===== src/rtl/slcd_pkg.sv =====
// ----------------------------------------------------------------------------
// slcd_pkg
// shared types and constants for the sync/length/checksum deframer
// ----------------------------------------------------------------------------
package slcd_pkg;

    localparam int unsigned BYTE_W  = 8;
    localparam int unsigned QDEPTH  = 4;
    localparam int unsigned QAW     = $clog2(QDEPTH);
    localparam int unsigned QCW     = $clog2(QDEPTH + 1);
    localparam int unsigned TDATA_W = 40;

    // sync sequence
    localparam logic [BYTE_W-1:0] SYNC_B0 = 8'h55;
    localparam logic [BYTE_W-1:0] SYNC_B1 = 8'hAA;
    localparam logic [BYTE_W-1:0] SYNC_B2 = 8'h03;

    // one result word as it travels from front to back
    typedef struct packed {
        logic [BYTE_W-1:0] data_byte;
        logic [BYTE_W-1:0] byte_index;
        logic [BYTE_W-1:0] frame_type;
        logic [BYTE_W-1:0] frame_subtype;
        logic [BYTE_W-1:0] payload_len;
        logic              frame_end;
        logic              checksum_ok;
    } t_item;

    // queue status seen by front and back
    typedef struct packed {
        logic full;
        logic empty;
    } t_q_stat;

endpackage


===== src/rtl/slcd_front.sv =====
// ----------------------------------------------------------------------------
// slcd_front
// frame parser: sync hunt, header capture, running sum, result generation
// ----------------------------------------------------------------------------
module slcd_front (
    input  logic                         i_clk,
    input  logic                         i_rst_n,
    input  logic                         i_valid,
    output logic                         o_ready,
    input  logic [slcd_pkg::BYTE_W-1:0]  i_rx_byte,
    input  slcd_pkg::t_q_stat            i_q_stat,
    output logic                         o_push,
    output slcd_pkg::t_item              o_item
);
    import slcd_pkg::*;

    localparam logic [2:0] PH_SYNC0   = 3'd0;
    localparam logic [2:0] PH_SYNC1   = 3'd1;
    localparam logic [2:0] PH_SYNC2   = 3'd2;
    localparam logic [2:0] PH_TYPE    = 3'd3;
    localparam logic [2:0] PH_SUBTYPE = 3'd4;
    localparam logic [2:0] PH_LENGTH  = 3'd5;
    localparam logic [2:0] PH_PAYLOAD = 3'd6;
    localparam logic [2:0] PH_CHECK   = 3'd7;

    logic [2:0]        r_phase,   n_phase;
    logic [BYTE_W-1:0] r_sum,     n_sum;
    logic [BYTE_W-1:0] r_count,   n_count;
    logic [BYTE_W-1:0] r_len,     n_len;
    logic [BYTE_W-1:0] r_type,    n_type;
    logic [BYTE_W-1:0] r_subtype, n_subtype;
    logic              w_accept;
    logic              w_emit;
    logic [BYTE_W-1:0] w_sum_add;
    logic [BYTE_W-1:0] w_count_inc;

    assign o_ready     = ~i_q_stat.full;
    assign w_accept    = i_valid & o_ready;
    assign w_sum_add   = r_sum + i_rx_byte;
    assign w_count_inc = r_count + 8'd1;

    always_comb begin
        n_phase   = r_phase;
        n_sum     = r_sum;
        n_count   = r_count;
        n_len     = r_len;
        n_type    = r_type;
        n_subtype = r_subtype;
        w_emit    = 1'b0;
        o_item.data_byte     = i_rx_byte;
        o_item.byte_index    = r_count;
        o_item.frame_type    = r_type;
        o_item.frame_subtype = r_subtype;
        o_item.payload_len   = r_len;
        o_item.frame_end     = 1'b0;
        o_item.checksum_ok   = 1'b0;
        case (r_phase)
            PH_SYNC0: begin
                if (i_rx_byte == SYNC_B0) begin
                    n_sum   = i_rx_byte;
                    n_count = '0;
                    n_phase = PH_SYNC1;
                end
            end
            PH_SYNC1, PH_SYNC2: begin
                if ((r_phase == PH_SYNC1 && i_rx_byte == SYNC_B1) ||
                    (r_phase == PH_SYNC2 && i_rx_byte == SYNC_B2)) begin
                    n_sum   = w_sum_add;
                    n_phase = r_phase + 3'd1;
                end else begin
                    // wrong sync byte: drop and hunt again
                    n_sum   = '0;
                    n_count = '0;
                    n_phase = PH_SYNC0;
                end
            end
            PH_TYPE: begin
                n_type  = i_rx_byte;
                n_sum   = w_sum_add;
                n_phase = PH_SUBTYPE;
            end
            PH_SUBTYPE: begin
                n_subtype = i_rx_byte;
                n_sum     = w_sum_add;
                n_phase   = PH_LENGTH;
            end
            PH_LENGTH: begin
                n_len   = i_rx_byte;
                n_sum   = w_sum_add;
                n_count = '0;
                n_phase = (i_rx_byte == '0) ? PH_CHECK : PH_PAYLOAD;
            end
            PH_PAYLOAD: begin
                w_emit = 1'b1;
                n_sum  = w_sum_add;
                if (w_count_inc == r_len || r_len == '0) begin
                    n_phase = PH_CHECK;
                end else begin
                    n_count = w_count_inc;
                end
            end
            PH_CHECK: begin
                w_emit               = 1'b1;
                o_item.byte_index    = '0;
                o_item.frame_end     = 1'b1;
                o_item.checksum_ok   = (i_rx_byte == r_sum);
                n_sum                = '0;
                n_count              = '0;
                n_phase              = PH_SYNC0;
            end
            default: begin
                n_phase = PH_SYNC0;
            end
        endcase
    end

    assign o_push = w_accept & w_emit;

    always_ff @(posedge i_clk) begin
        if (!i_rst_n) begin
            r_phase   <= PH_SYNC0;
            r_sum     <= '0;
            r_count   <= '0;
            r_len     <= '0;
            r_type    <= '0;
            r_subtype <= '0;
        end else if (w_accept) begin
            r_phase   <= n_phase;
            r_sum     <= n_sum;
            r_count   <= n_count;
            r_len     <= n_len;
            r_type    <= n_type;
            r_subtype <= n_subtype;
        end
    end

endmodule


===== src/rtl/slcd_queue.sv =====
// ----------------------------------------------------------------------------
// slcd_queue
// short result queue between parser and output stage
// ----------------------------------------------------------------------------
module slcd_queue (
    input  logic              i_clk,
    input  logic              i_rst_n,
    input  logic              i_push,
    input  slcd_pkg::t_item   i_item,
    input  logic              i_pop,
    output slcd_pkg::t_item   o_item,
    output slcd_pkg::t_q_stat o_stat
);
    import slcd_pkg::*;

    t_item            r_mem [QDEPTH];
    logic [QAW-1:0]   r_wr_ptr;
    logic [QAW-1:0]   r_rd_ptr;
    logic [QCW-1:0]   r_count;

    assign o_stat.full  = (r_count == QCW'(QDEPTH));
    assign o_stat.empty = (r_count == '0);
    assign o_item       = r_mem[r_rd_ptr];

    always_ff @(posedge i_clk) begin
        if (i_push) begin
            r_mem[r_wr_ptr] <= i_item;
        end
    end

    always_ff @(posedge i_clk) begin
        if (!i_rst_n) begin
            r_wr_ptr <= '0;
            r_rd_ptr <= '0;
            r_count  <= '0;
        end else begin
            if (i_push) begin
                r_wr_ptr <= r_wr_ptr + QAW'(1);
            end
            if (i_pop) begin
                r_rd_ptr <= r_rd_ptr + QAW'(1);
            end
            if (i_push && !i_pop) begin
                r_count <= r_count + QCW'(1);
            end else if (!i_push && i_pop) begin
                r_count <= r_count - QCW'(1);
            end
        end
    end

endmodule


===== src/rtl/slcd_back.sv =====
// ----------------------------------------------------------------------------
// slcd_back
// output register stage: drains the queue and formats the stream word
// ----------------------------------------------------------------------------
module slcd_back (
    input  logic                          i_clk,
    input  logic                          i_rst_n,
    input  slcd_pkg::t_q_stat             i_q_stat,
    input  slcd_pkg::t_item               i_item,
    output logic                          o_pop,
    output logic                          o_valid,
    input  logic                          i_ready,
    output logic [slcd_pkg::TDATA_W-1:0]  o_data,
    output logic                          o_last,
    output logic                          o_user
);
    import slcd_pkg::*;

    logic  r_valid;
    t_item r_item;

    assign o_pop = ~i_q_stat.empty & (~r_valid | i_ready);

    always_ff @(posedge i_clk) begin
        if (!i_rst_n) begin
            r_valid <= 1'b0;
        end else if (o_pop) begin
            r_valid <= 1'b1;
        end else if (i_ready) begin
            r_valid <= 1'b0;
        end
    end

    always_ff @(posedge i_clk) begin
        if (o_pop) begin
            r_item <= i_item;
        end
    end

    assign o_valid = r_valid;
    assign o_data  = {r_item.payload_len, r_item.frame_subtype, r_item.frame_type,
                      r_item.byte_index, r_item.data_byte};
    assign o_last  = r_item.frame_end;
    assign o_user  = r_item.checksum_ok;

endmodule


===== src/rtl/sync_length_checksum_deframer_unit.sv =====
// ----------------------------------------------------------------------------
// sync_length_checksum_deframer_unit
// a word that makes a result is written into the result queue, then into the output register that drives m_axis
// throughput: one word per cycle, sustained while m_axis_tready stays high
// the parser takes a word whenever the four-entry result queue has room
// reset: synchronous active-low i_rst_n; parser hunts for sync, sums/header cleared
// queue pointers and output valid cleared; payload registers keep old data
// ----------------------------------------------------------------------------
module sync_length_checksum_deframer_unit (
    input  logic                          i_clk,
    input  logic                          i_rst_n,
    // received byte stream
    input  logic                          s_axis_tvalid,
    output logic                          s_axis_tready,
    input  logic [7:0]                    s_axis_tdata,   // [7:0] rx_byte
    // deframed result stream
    output logic                          m_axis_tvalid,
    input  logic                          m_axis_tready,
    // [7:0] data_byte, [15:8] byte_index, [23:16] frame_type,
    // [31:24] frame_subtype, [39:32] payload_len
    output logic [slcd_pkg::TDATA_W-1:0]  m_axis_tdata,
    output logic                          m_axis_tlast,   // frame_end
    output logic                          m_axis_tuser    // [0] checksum_ok
);
    import slcd_pkg::*;

    // front to queue
    logic    w_push;
    t_item   w_push_item;
    // queue to back
    logic    w_pop;
    t_item   w_head_item;
    t_q_stat w_q_stat;

    // parser: sync hunt, header capture, running sum
    slcd_front u_front (
        .i_clk     (i_clk),
        .i_rst_n   (i_rst_n),
        .i_valid   (s_axis_tvalid),
        .o_ready   (s_axis_tready),
        .i_rx_byte (s_axis_tdata),
        .i_q_stat  (w_q_stat),
        .o_push    (w_push),
        .o_item    (w_push_item)
    );

    // decouples parser from downstream stalls
    slcd_queue u_queue (
        .i_clk   (i_clk),
        .i_rst_n (i_rst_n),
        .i_push  (w_push),
        .i_item  (w_push_item),
        .i_pop   (w_pop),
        .o_item  (w_head_item),
        .o_stat  (w_q_stat)
    );

    // output register; pops the queue whenever the queue holds a word and the register is empty or being drained
    slcd_back u_back (
        .i_clk    (i_clk),
        .i_rst_n  (i_rst_n),
        .i_q_stat (w_q_stat),
        .i_item   (w_head_item),
        .o_pop    (w_pop),
        .o_valid  (m_axis_tvalid),
        .i_ready  (m_axis_tready),
        .o_data   (m_axis_tdata),
        .o_last   (m_axis_tlast),
        .o_user   (m_axis_tuser)
    );

    // queue never written while full
    a_no_overflow: assert property (@(posedge i_clk) disable iff (!i_rst_n)
        w_push |-> !w_q_stat.full)
        else $error("result queue overflow");

    // never popped while empty
    a_no_underflow: assert property (@(posedge i_clk) disable iff (!i_rst_n)
        w_pop |-> !w_q_stat.empty)
        else $error("result queue underflow");

    // verdict words carry index zero
    a_end_index: assert property (@(posedge i_clk) disable iff (!i_rst_n)
        (m_axis_tvalid && m_axis_tlast) |-> (m_axis_tdata[15:8] == 8'd0))
        else $error("frame end word with nonzero index");

    // payload words never claim a good checksum
    a_payload_flag: assert property (@(posedge i_clk) disable iff (!i_rst_n)
        (m_axis_tvalid && !m_axis_tlast) |-> !m_axis_tuser)
        else $error("payload word with checksum flag set");

endmodule


===== config.mk =====
export PLATFORM = sky130hd
export DESIGN_NAME = sync_length_checksum_deframer_unit
export DESIGN_NICKNAME = d
export VERILOG_FILES = /design/src/rtl/slcd_pkg.sv /design/src/rtl/slcd_front.sv /design/src/rtl/slcd_queue.sv /design/src/rtl/slcd_back.sv /design/src/rtl/sync_length_checksum_deframer_unit.sv
export SDC_FILE = /design/constraint.sdc
export NUM_CORES = 1
export LEC_CHECK = 0
export ABC_AREA = 1
export BUFFER_PORTS_ARGS = -buffer_cell sky130_fd_sc_hd__buf_2
export CAP_MARGIN = 20
export CORE_ASPECT_RATIO = 2
export CORE_MARGIN = 8
export CORE_UTILIZATION = 30
export CTS_BUF_LIST = sky130_fd_sc_hd__clkbuf_4 sky130_fd_sc_hd__clkbuf_8 sky130_fd_sc_hd__clkbuf_16
export DETAILED_ROUTE_END_ITERATION = 8
export PLACE_DENSITY_LB_ADDON = 0.2
export SYNTH_ARGS = -nofsm -noshare
export SYNTH_HDL_FRONTEND = slang
export SYNTH_SLANG_ARGS = --single-unit
export TNS_END_PERCENT = 10

===== constraint.sdc =====
create_clock -name i_clk -period 8.05 [get_ports i_clk]
set_input_delay 0.805 -clock i_clk [delete_from_list [all_inputs] [get_ports i_clk]]
set_output_delay 0.805 -clock i_clk [all_outputs]
set_load 0.05 [all_outputs]

# [Yosys cells after proc, flatten, opt, wreduce, memory -nomap -nowiden]
# Memories as Yosys holds them, arrays and structs flattened. A register that Yosys moved wholly into a read port is not among the register bits.
# Index checks and enable logic that the tools add are counted.
[totals] reg_bits=51 mem_bits_rw=168 memories=1
[classes] addsub=7 eq_ne=17 n_mux=21 n_bitwise=7 reduce_logical=25
[mem_list] name="u_queue.r_mem" depth=4 width=42 read_ports=1 rd_ports_with_merged_regs=1 wr=1 line="slcd_queue.sv:16" source="t_item r_mem [QDEPTH];"
[op_table] operator="8-bit case mux with 4 select lines" count=2
[op_table] operator="8-bit two-way mux" count=6
[op_table] operator="3-bit case mux with 7 select lines" count=1
[op_table] operator="8-bit == test" count=2
[op_table] operator="8-bit logical NOT" count=2
[op_table] operator="3-bit == test, second input constant" count=5
[op_table] operator="3-bit two-way mux" count=5
[op_table] operator="8-bit by 1-bit adder with 8-bit output, second input constant" count=1
[op_table] operator="8-bit adder" count=1
[op_table] operator="8-bit by 2-bit == test with 1-bit output, second input constant" count=1
[op_table] operator="8-bit by 7-bit == test with 1-bit output, second input constant" count=1
[op_table] operator="8-bit == test, second input constant" count=1
[op_table] operator="2-bit AND reduction" count=4
[op_table] operator="3-bit by 1-bit adder with 3-bit output, second input constant" count=2
[op_table] operator="3-bit by 2-bit == test with 1-bit output, second input constant" count=2
[op_table] operator="3-bit logical NOT" count=2
[op_table] operator="1-bit two-way mux" count=6
[op_table] operator="2-bit OR reduction" count=3
[op_table] operator="5-bit AND reduction" count=1
[op_table] operator="2-bit by 1-bit adder with 2-bit output, second input constant" count=2
[op_table] operator="1-bit logical AND" count=4
[op_table] operator="2-bit by 1-bit != test with 1-bit output, second input constant" count=2
[op_table] operator="2-bit != test, second input constant" count=2
[op_table] operator="2-bit nonzero test" count=2
[op_table] operator="11 further kinds" count=17

# [Logic depth before layout (Yosys ltp)]
[logic_depth] word_depth=8 depth_mapped=16 ltp_nobuf=15

# [Modules after synthesis]
# Synthesis repeated with hierarchy kept, for this count alone.
[hier_totals] hier_cells=906 area_unflattened_um2=10557.6
[by_module_without_submodules] mod="slcd_queue" instances=1 cells_per_inst=464 area_each_um2=6658.9
[by_module_without_submodules] mod="slcd_front" instances=1 cells_per_inst=394 area_each_um2=2590.0
[by_module_without_submodules] mod="slcd_back" instances=1 cells_per_inst=48 area_each_um2=1308.8

# [Least setup slack after synthesis]
# OpenSTA, ideal clock, no wires.
[synth_path] path_type="input to register" startpoint="input port m_axis_tready" endpoint="register u_queue.r_count[1]" setup_ps=120 arrival_time_ps=4275 setup_slack_ps=3655 path_stages=8 path_buffers=0 path_cell_list="nor2_1 -> a31oi_1 -> inv_1 -> ha_1 -> inv_1 -> fa_1 -> o21ai_0 -> a21oi_1"
[synth_between] elab_chain_cells=5 elab_cells_between_ends=7 cone_classes="mux: 1; bitwise: 2; reduce/logical: 4"
[synth_lines] item="start, declared" line="sync_length_checksum_deframer_unit.sv:18" source="input logic m_axis_tready,"
[synth_lines] item="1-bit bitwise OR (*)" line="slcd_back.sv:22" source="assign o_pop = ~i_q_stat.empty & (~r_valid | i_ready);"
[synth_lines] item="1-bit bitwise AND (*)" line="slcd_back.sv:22"
[synth_lines] item="net u_back.o_pop" line="slcd_back.sv:10" source="output logic o_pop,"
[synth_lines] item="1-bit logical NOT" line="slcd_queue.sv:43" source="if (i_push && !i_pop) begin"
[synth_lines] item="1-bit logical AND" line="slcd_queue.sv:43"
[synth_lines] item="3-bit two-way mux or 2-bit nonzero test (tied branches)"
[synth_lines] item="end signal, assigned" line="slcd_queue.sv:44" source="r_count <= r_count + QCW'(1);"
[synth_lines] item="end signal, assigned" line="slcd_queue.sv:46" source="r_count <= r_count - QCW'(1);"
[synth_lines] item="end, declared" line="slcd_queue.sv:19" source="logic [QCW-1:0] r_count;"
# Mark *: on every way through the listed nets, which the timed path passes. The rest lies on a longest branch.
# A chain may end at the register's enable or synchronous reset.

# [Worst setup path after layout]
[layout_path] startpoint="register u_queue.r_count[0]" endpoint="register u_front.r_count[4]"
[layout_between] elab_chain_cells=4
[layout_lines] item="3-bit == test" line="slcd_queue.sv:21" source="assign o_stat.full = (r_count == QCW'(QDEPTH));"
[layout_lines] item="1-bit NOT" line="slcd_front.sv:37" source="assign o_ready = ~i_q_stat.full;"
[layout_lines] item="1-bit bitwise AND" line="slcd_front.sv:38" source="assign w_accept = i_valid & o_ready;"
[layout_lines] item="5-bit AND reduction (no source line)"
[layout_lines] item="end signal, assigned" line="slcd_front.sv:130" source="r_count <= n_count;"
[layout_lines] item="end, declared" line="slcd_front.sv:28" source="logic [BYTE_W-1:0] r_count, n_count;"
# Every way passes these cells.

==> impl_metrics.env <==
export IMPL_postCtsResizedCells=0
export IMPL_setup_violations=0
export IMPL_drt_iter0_markers=376
export IMPL_synth_edff_count=210
export IMPL_relSlewSlack_pct=39.4
export IMPL_startpoint_type="flop"
export IMPL_slowest_delay_ns=0.49
export IMPL_final_cell_mix="edfxtp_1 (210), nor2_1 (113), o21ai_0 (110)"
export IMPL_cts_hold_buf=0
export IMPL_synth_area_per_cell_um2=11.6
export IMPL_critical_path_class="flop to flop"
export IMPL_p_leak_nw=4.27
export IMPL_rows=97
export IMPL_crit_required_ns=8.42
export IMPL_crit_chain="inv_1 > nand3_1 > nand2_1 > inv_1 > nand2_2 > inv_2 > nand3_2 > inv_2 > nand2_1 > nand2_1 > a21oi_2"
export IMPL_cpMostUsedCell="nand2_1"
export IMPL_insertion_delay_ns=0.53
export IMPL_seqCellArea_um2=7330
export IMPL_synthTopCellsByArea="edfxtp_1 (60%), dfxtp_1 (9.7%), o21ai_0 (5.2%), nor2_1 (4.2%), nand2_1 (3.1%)"
export IMPL_via_per_inst=4.79
export IMPL_cts_root_buffer="clkbuf_16"
export IMPL_finalSetupTns_ns=0
export IMPL_numCtsBuffers=25
export IMPL_dr_total_vias=6815
export IMPL_start_util_pct=30.3
export IMPL_async_flop_share_pct=0
export IMPL_synth_seq_cells=261
export IMPL_hp_class="flop to flop"
export IMPL_fmax_mhz=393
export IMPL_critPathCaptureType="flop"
export IMPL_grt_usage_pct=12.5
export IMPL_fin_crit_ns=2.54
export IMPL_cts_sinks=261
export IMPL_grt_pass1_vias=6925
export IMPL_finalClockSkew_ns=0.0161
export IMPL_coreArea_um2=34800
export IMPL_synth_distinct_cells=34
export IMPL_multi_input_area_um2=2850
export IMPL_critPathBufInv=4
export IMPL_power_w=0.00415
export IMPL_status="completed"
export IMPL_antenna_found_initial=0
export IMPL_yosysTopAreaCell="edfxtp_1"
export IMPL_yosysSeqAreaShare_pct=69.3
export IMPL_final_common_cell="edfxtp_1"
export IMPL_num_fill_cells=3375
export IMPL_drt_pass1_iter_count=8
export IMPL_syn2layout_area_growth_pct=15.1
export IMPL_worstPathMaxFanout=22
export IMPL_wirelength_um=26200
export IMPL_place_hpwl_um=16700
export IMPL_cts_tree="done"
export IMPL_finalNetCount=992
export IMPL_path_clk_slew_ns=0.07
export IMPL_grt_max_degree=86
export IMPL_yosysWarnings=0
export IMPL_io_pin_count=56
export IMPL_tightestPinTransition_ns=0.909
export IMPL_cts_setup_buffers=0
export IMPL_drv_slew=0
export IMPL_critPathTopFamily="buffers and inverters"
export IMPL_place_gp_congestion=0.807
export IMPL_post_route_period_util_pct=31.6
export IMPL_clock_path_buffers=3
export IMPL_wl_per_cell_um=18.4
export IMPL_max_cap_violations=0
export IMPL_grt_pass1_wl_um=40000
export IMPL_port_buffers=55
export IMPL_syn_inst=911
export IMPL_dieArea_um2=41800
export IMPL_die_x_um=149
export IMPL_cts_max_level=1
export IMPL_rsz0062_at_grt="false"
export IMPL_drcViolationCount=0
export IMPL_die_h_um=281
export IMPL_hold_viol=0
export IMPL_irDropWorstVdd_mv=0.196
export IMPL_synth_ff_type="edfxtp_1"
export IMPL_crit_slowest_cell="inv_1"
export IMPL_antennaDiodeCount=0
export IMPL_syn_nets=944
export IMPL_fin_util_pct=34.9
export IMPL_synth_top_area_share_pct=59.7
export IMPL_cp_data_arrival_time_ns=2.92
export IMPL_ant_nets=0
export IMPL_netlist_area_um2=10600
export IMPL_overflow=0
export IMPL_drive_above_1_share_pct=14.9
export IMPL_p_per_area_nw_per_um2=341
==> worst register-to-register path, cell delays in order, from the launching register on <==
cell,delay [ns]
dfxtp_1,0.39
inv_1,0.10
nand3_1,0.10
nand2_1,0.10
inv_1,0.49
nand2_2,0.26
inv_2,0.26
nand3_2,0.12
inv_2,0.24
nand2_1,0.16
nand2_1,0.11
a21oi_2,0.05
==> sequential cells by signal, indices dropped and copies added, names as in the netlist <==
signal / cells
u_front.r_count: 8
u_queue.r_count: 3
u_back.o_last: 1
u_queue.r_wr_ptr: 2
u_back.o_user: 1
u_front.r_phase: 3
u_back.o_valid: 1
u_front.r_len: 8
u_queue.r_rd_ptr: 2
u_queue.r_mem: 168
u_front.r_sum: 8
u_front.r_subtype: 8
u_front.r_type: 8
u_back.o_data: 40
==> cell families (layout without fill, tap and decap cells) <==
logic type	Yosys count	after routing	synth area share, %
DFF	261	261	69.3
buffers and inverters	109	175	4.11
adders and majority gates	21	21	2.63
AOI/OAI and AO/OA	220	220	11.2
xor gates and xnor gates	4	4	0.332
and+or+nand+nor	296	296	12.4
==> per-layer routing <==
layer  vias up  share of wire (%)  track usage (%)
li1       3336                  -                -
met1      3299                 36             12.2
met2       131                 55             24.7
met3        49                4.3             1.72
met4         0                4.1             6.18
met5         -                  0                0
==> cells in the mapped netlist (6+ instances only) <==
master	n
edfxtp_1	210
nor2_1	117
o21ai_0	110
nand2_1	87
inv_1	61
a21oi_1	55
nand3_1	54
dfxtp_1	51
o22ai_1	42
clkbuf_1	35
ha_1	19
nand3_2	8
a21oi_2	6
nand4_1	6
==> where the power goes <==
part / internal, W / switching (W)
logic: 0.000264 / 0.000969
registers: 0.00167 / 0.0000435
clock network: 0.000704 / 0.000500
total: 0.00264 / 0.00151
==> final timing paths <==
| check | from | end | slack, ns | cells after the start |
|---|---|---|---|---|
| max | u_queue.r_count[0] | u_front.r_count[4] | 5.51 | 11 |
| min | u_front.r_count[5] | u_front.r_count[5] | 0.51 | 2 |
| max reg2reg | u_queue.r_count[0] | u_front.r_count[4] | 5.51 | 11 |
| min reg2reg | u_front.r_count[5] | u_front.r_count[5] | 0.51 | 2 |
==> layout make-up <==
cell class	count	share of cell area (%)
multi-input combinational	541	23.4
timing repair buffer	64	2.82
clock buffer	37	6.08
inverter	66	2.04
sequential	261	60.2
tap	445	4.58
clock inverter	8	0.823
==> stage by stage <==
step | setup WS [ns] | hold WS [ns] | cells | instance area, um2
6_report | 5.51 | 0.505 | 1422 | 12200
5_1_grt | 5.28 | 0.534 | 1422 | 12200
4_1_cts | 5.51 | 0.508 | 1422 | 12200
3_5_place_dp | 5.24 | 0.498 | 1377 | 11300
3_3_place_gp | 5.31 | 0.495 | 1377 | 11300
2_1_floorplan | 3.65 | 0.459 | 911 | 10600
(Power assumes the default switching activity.)
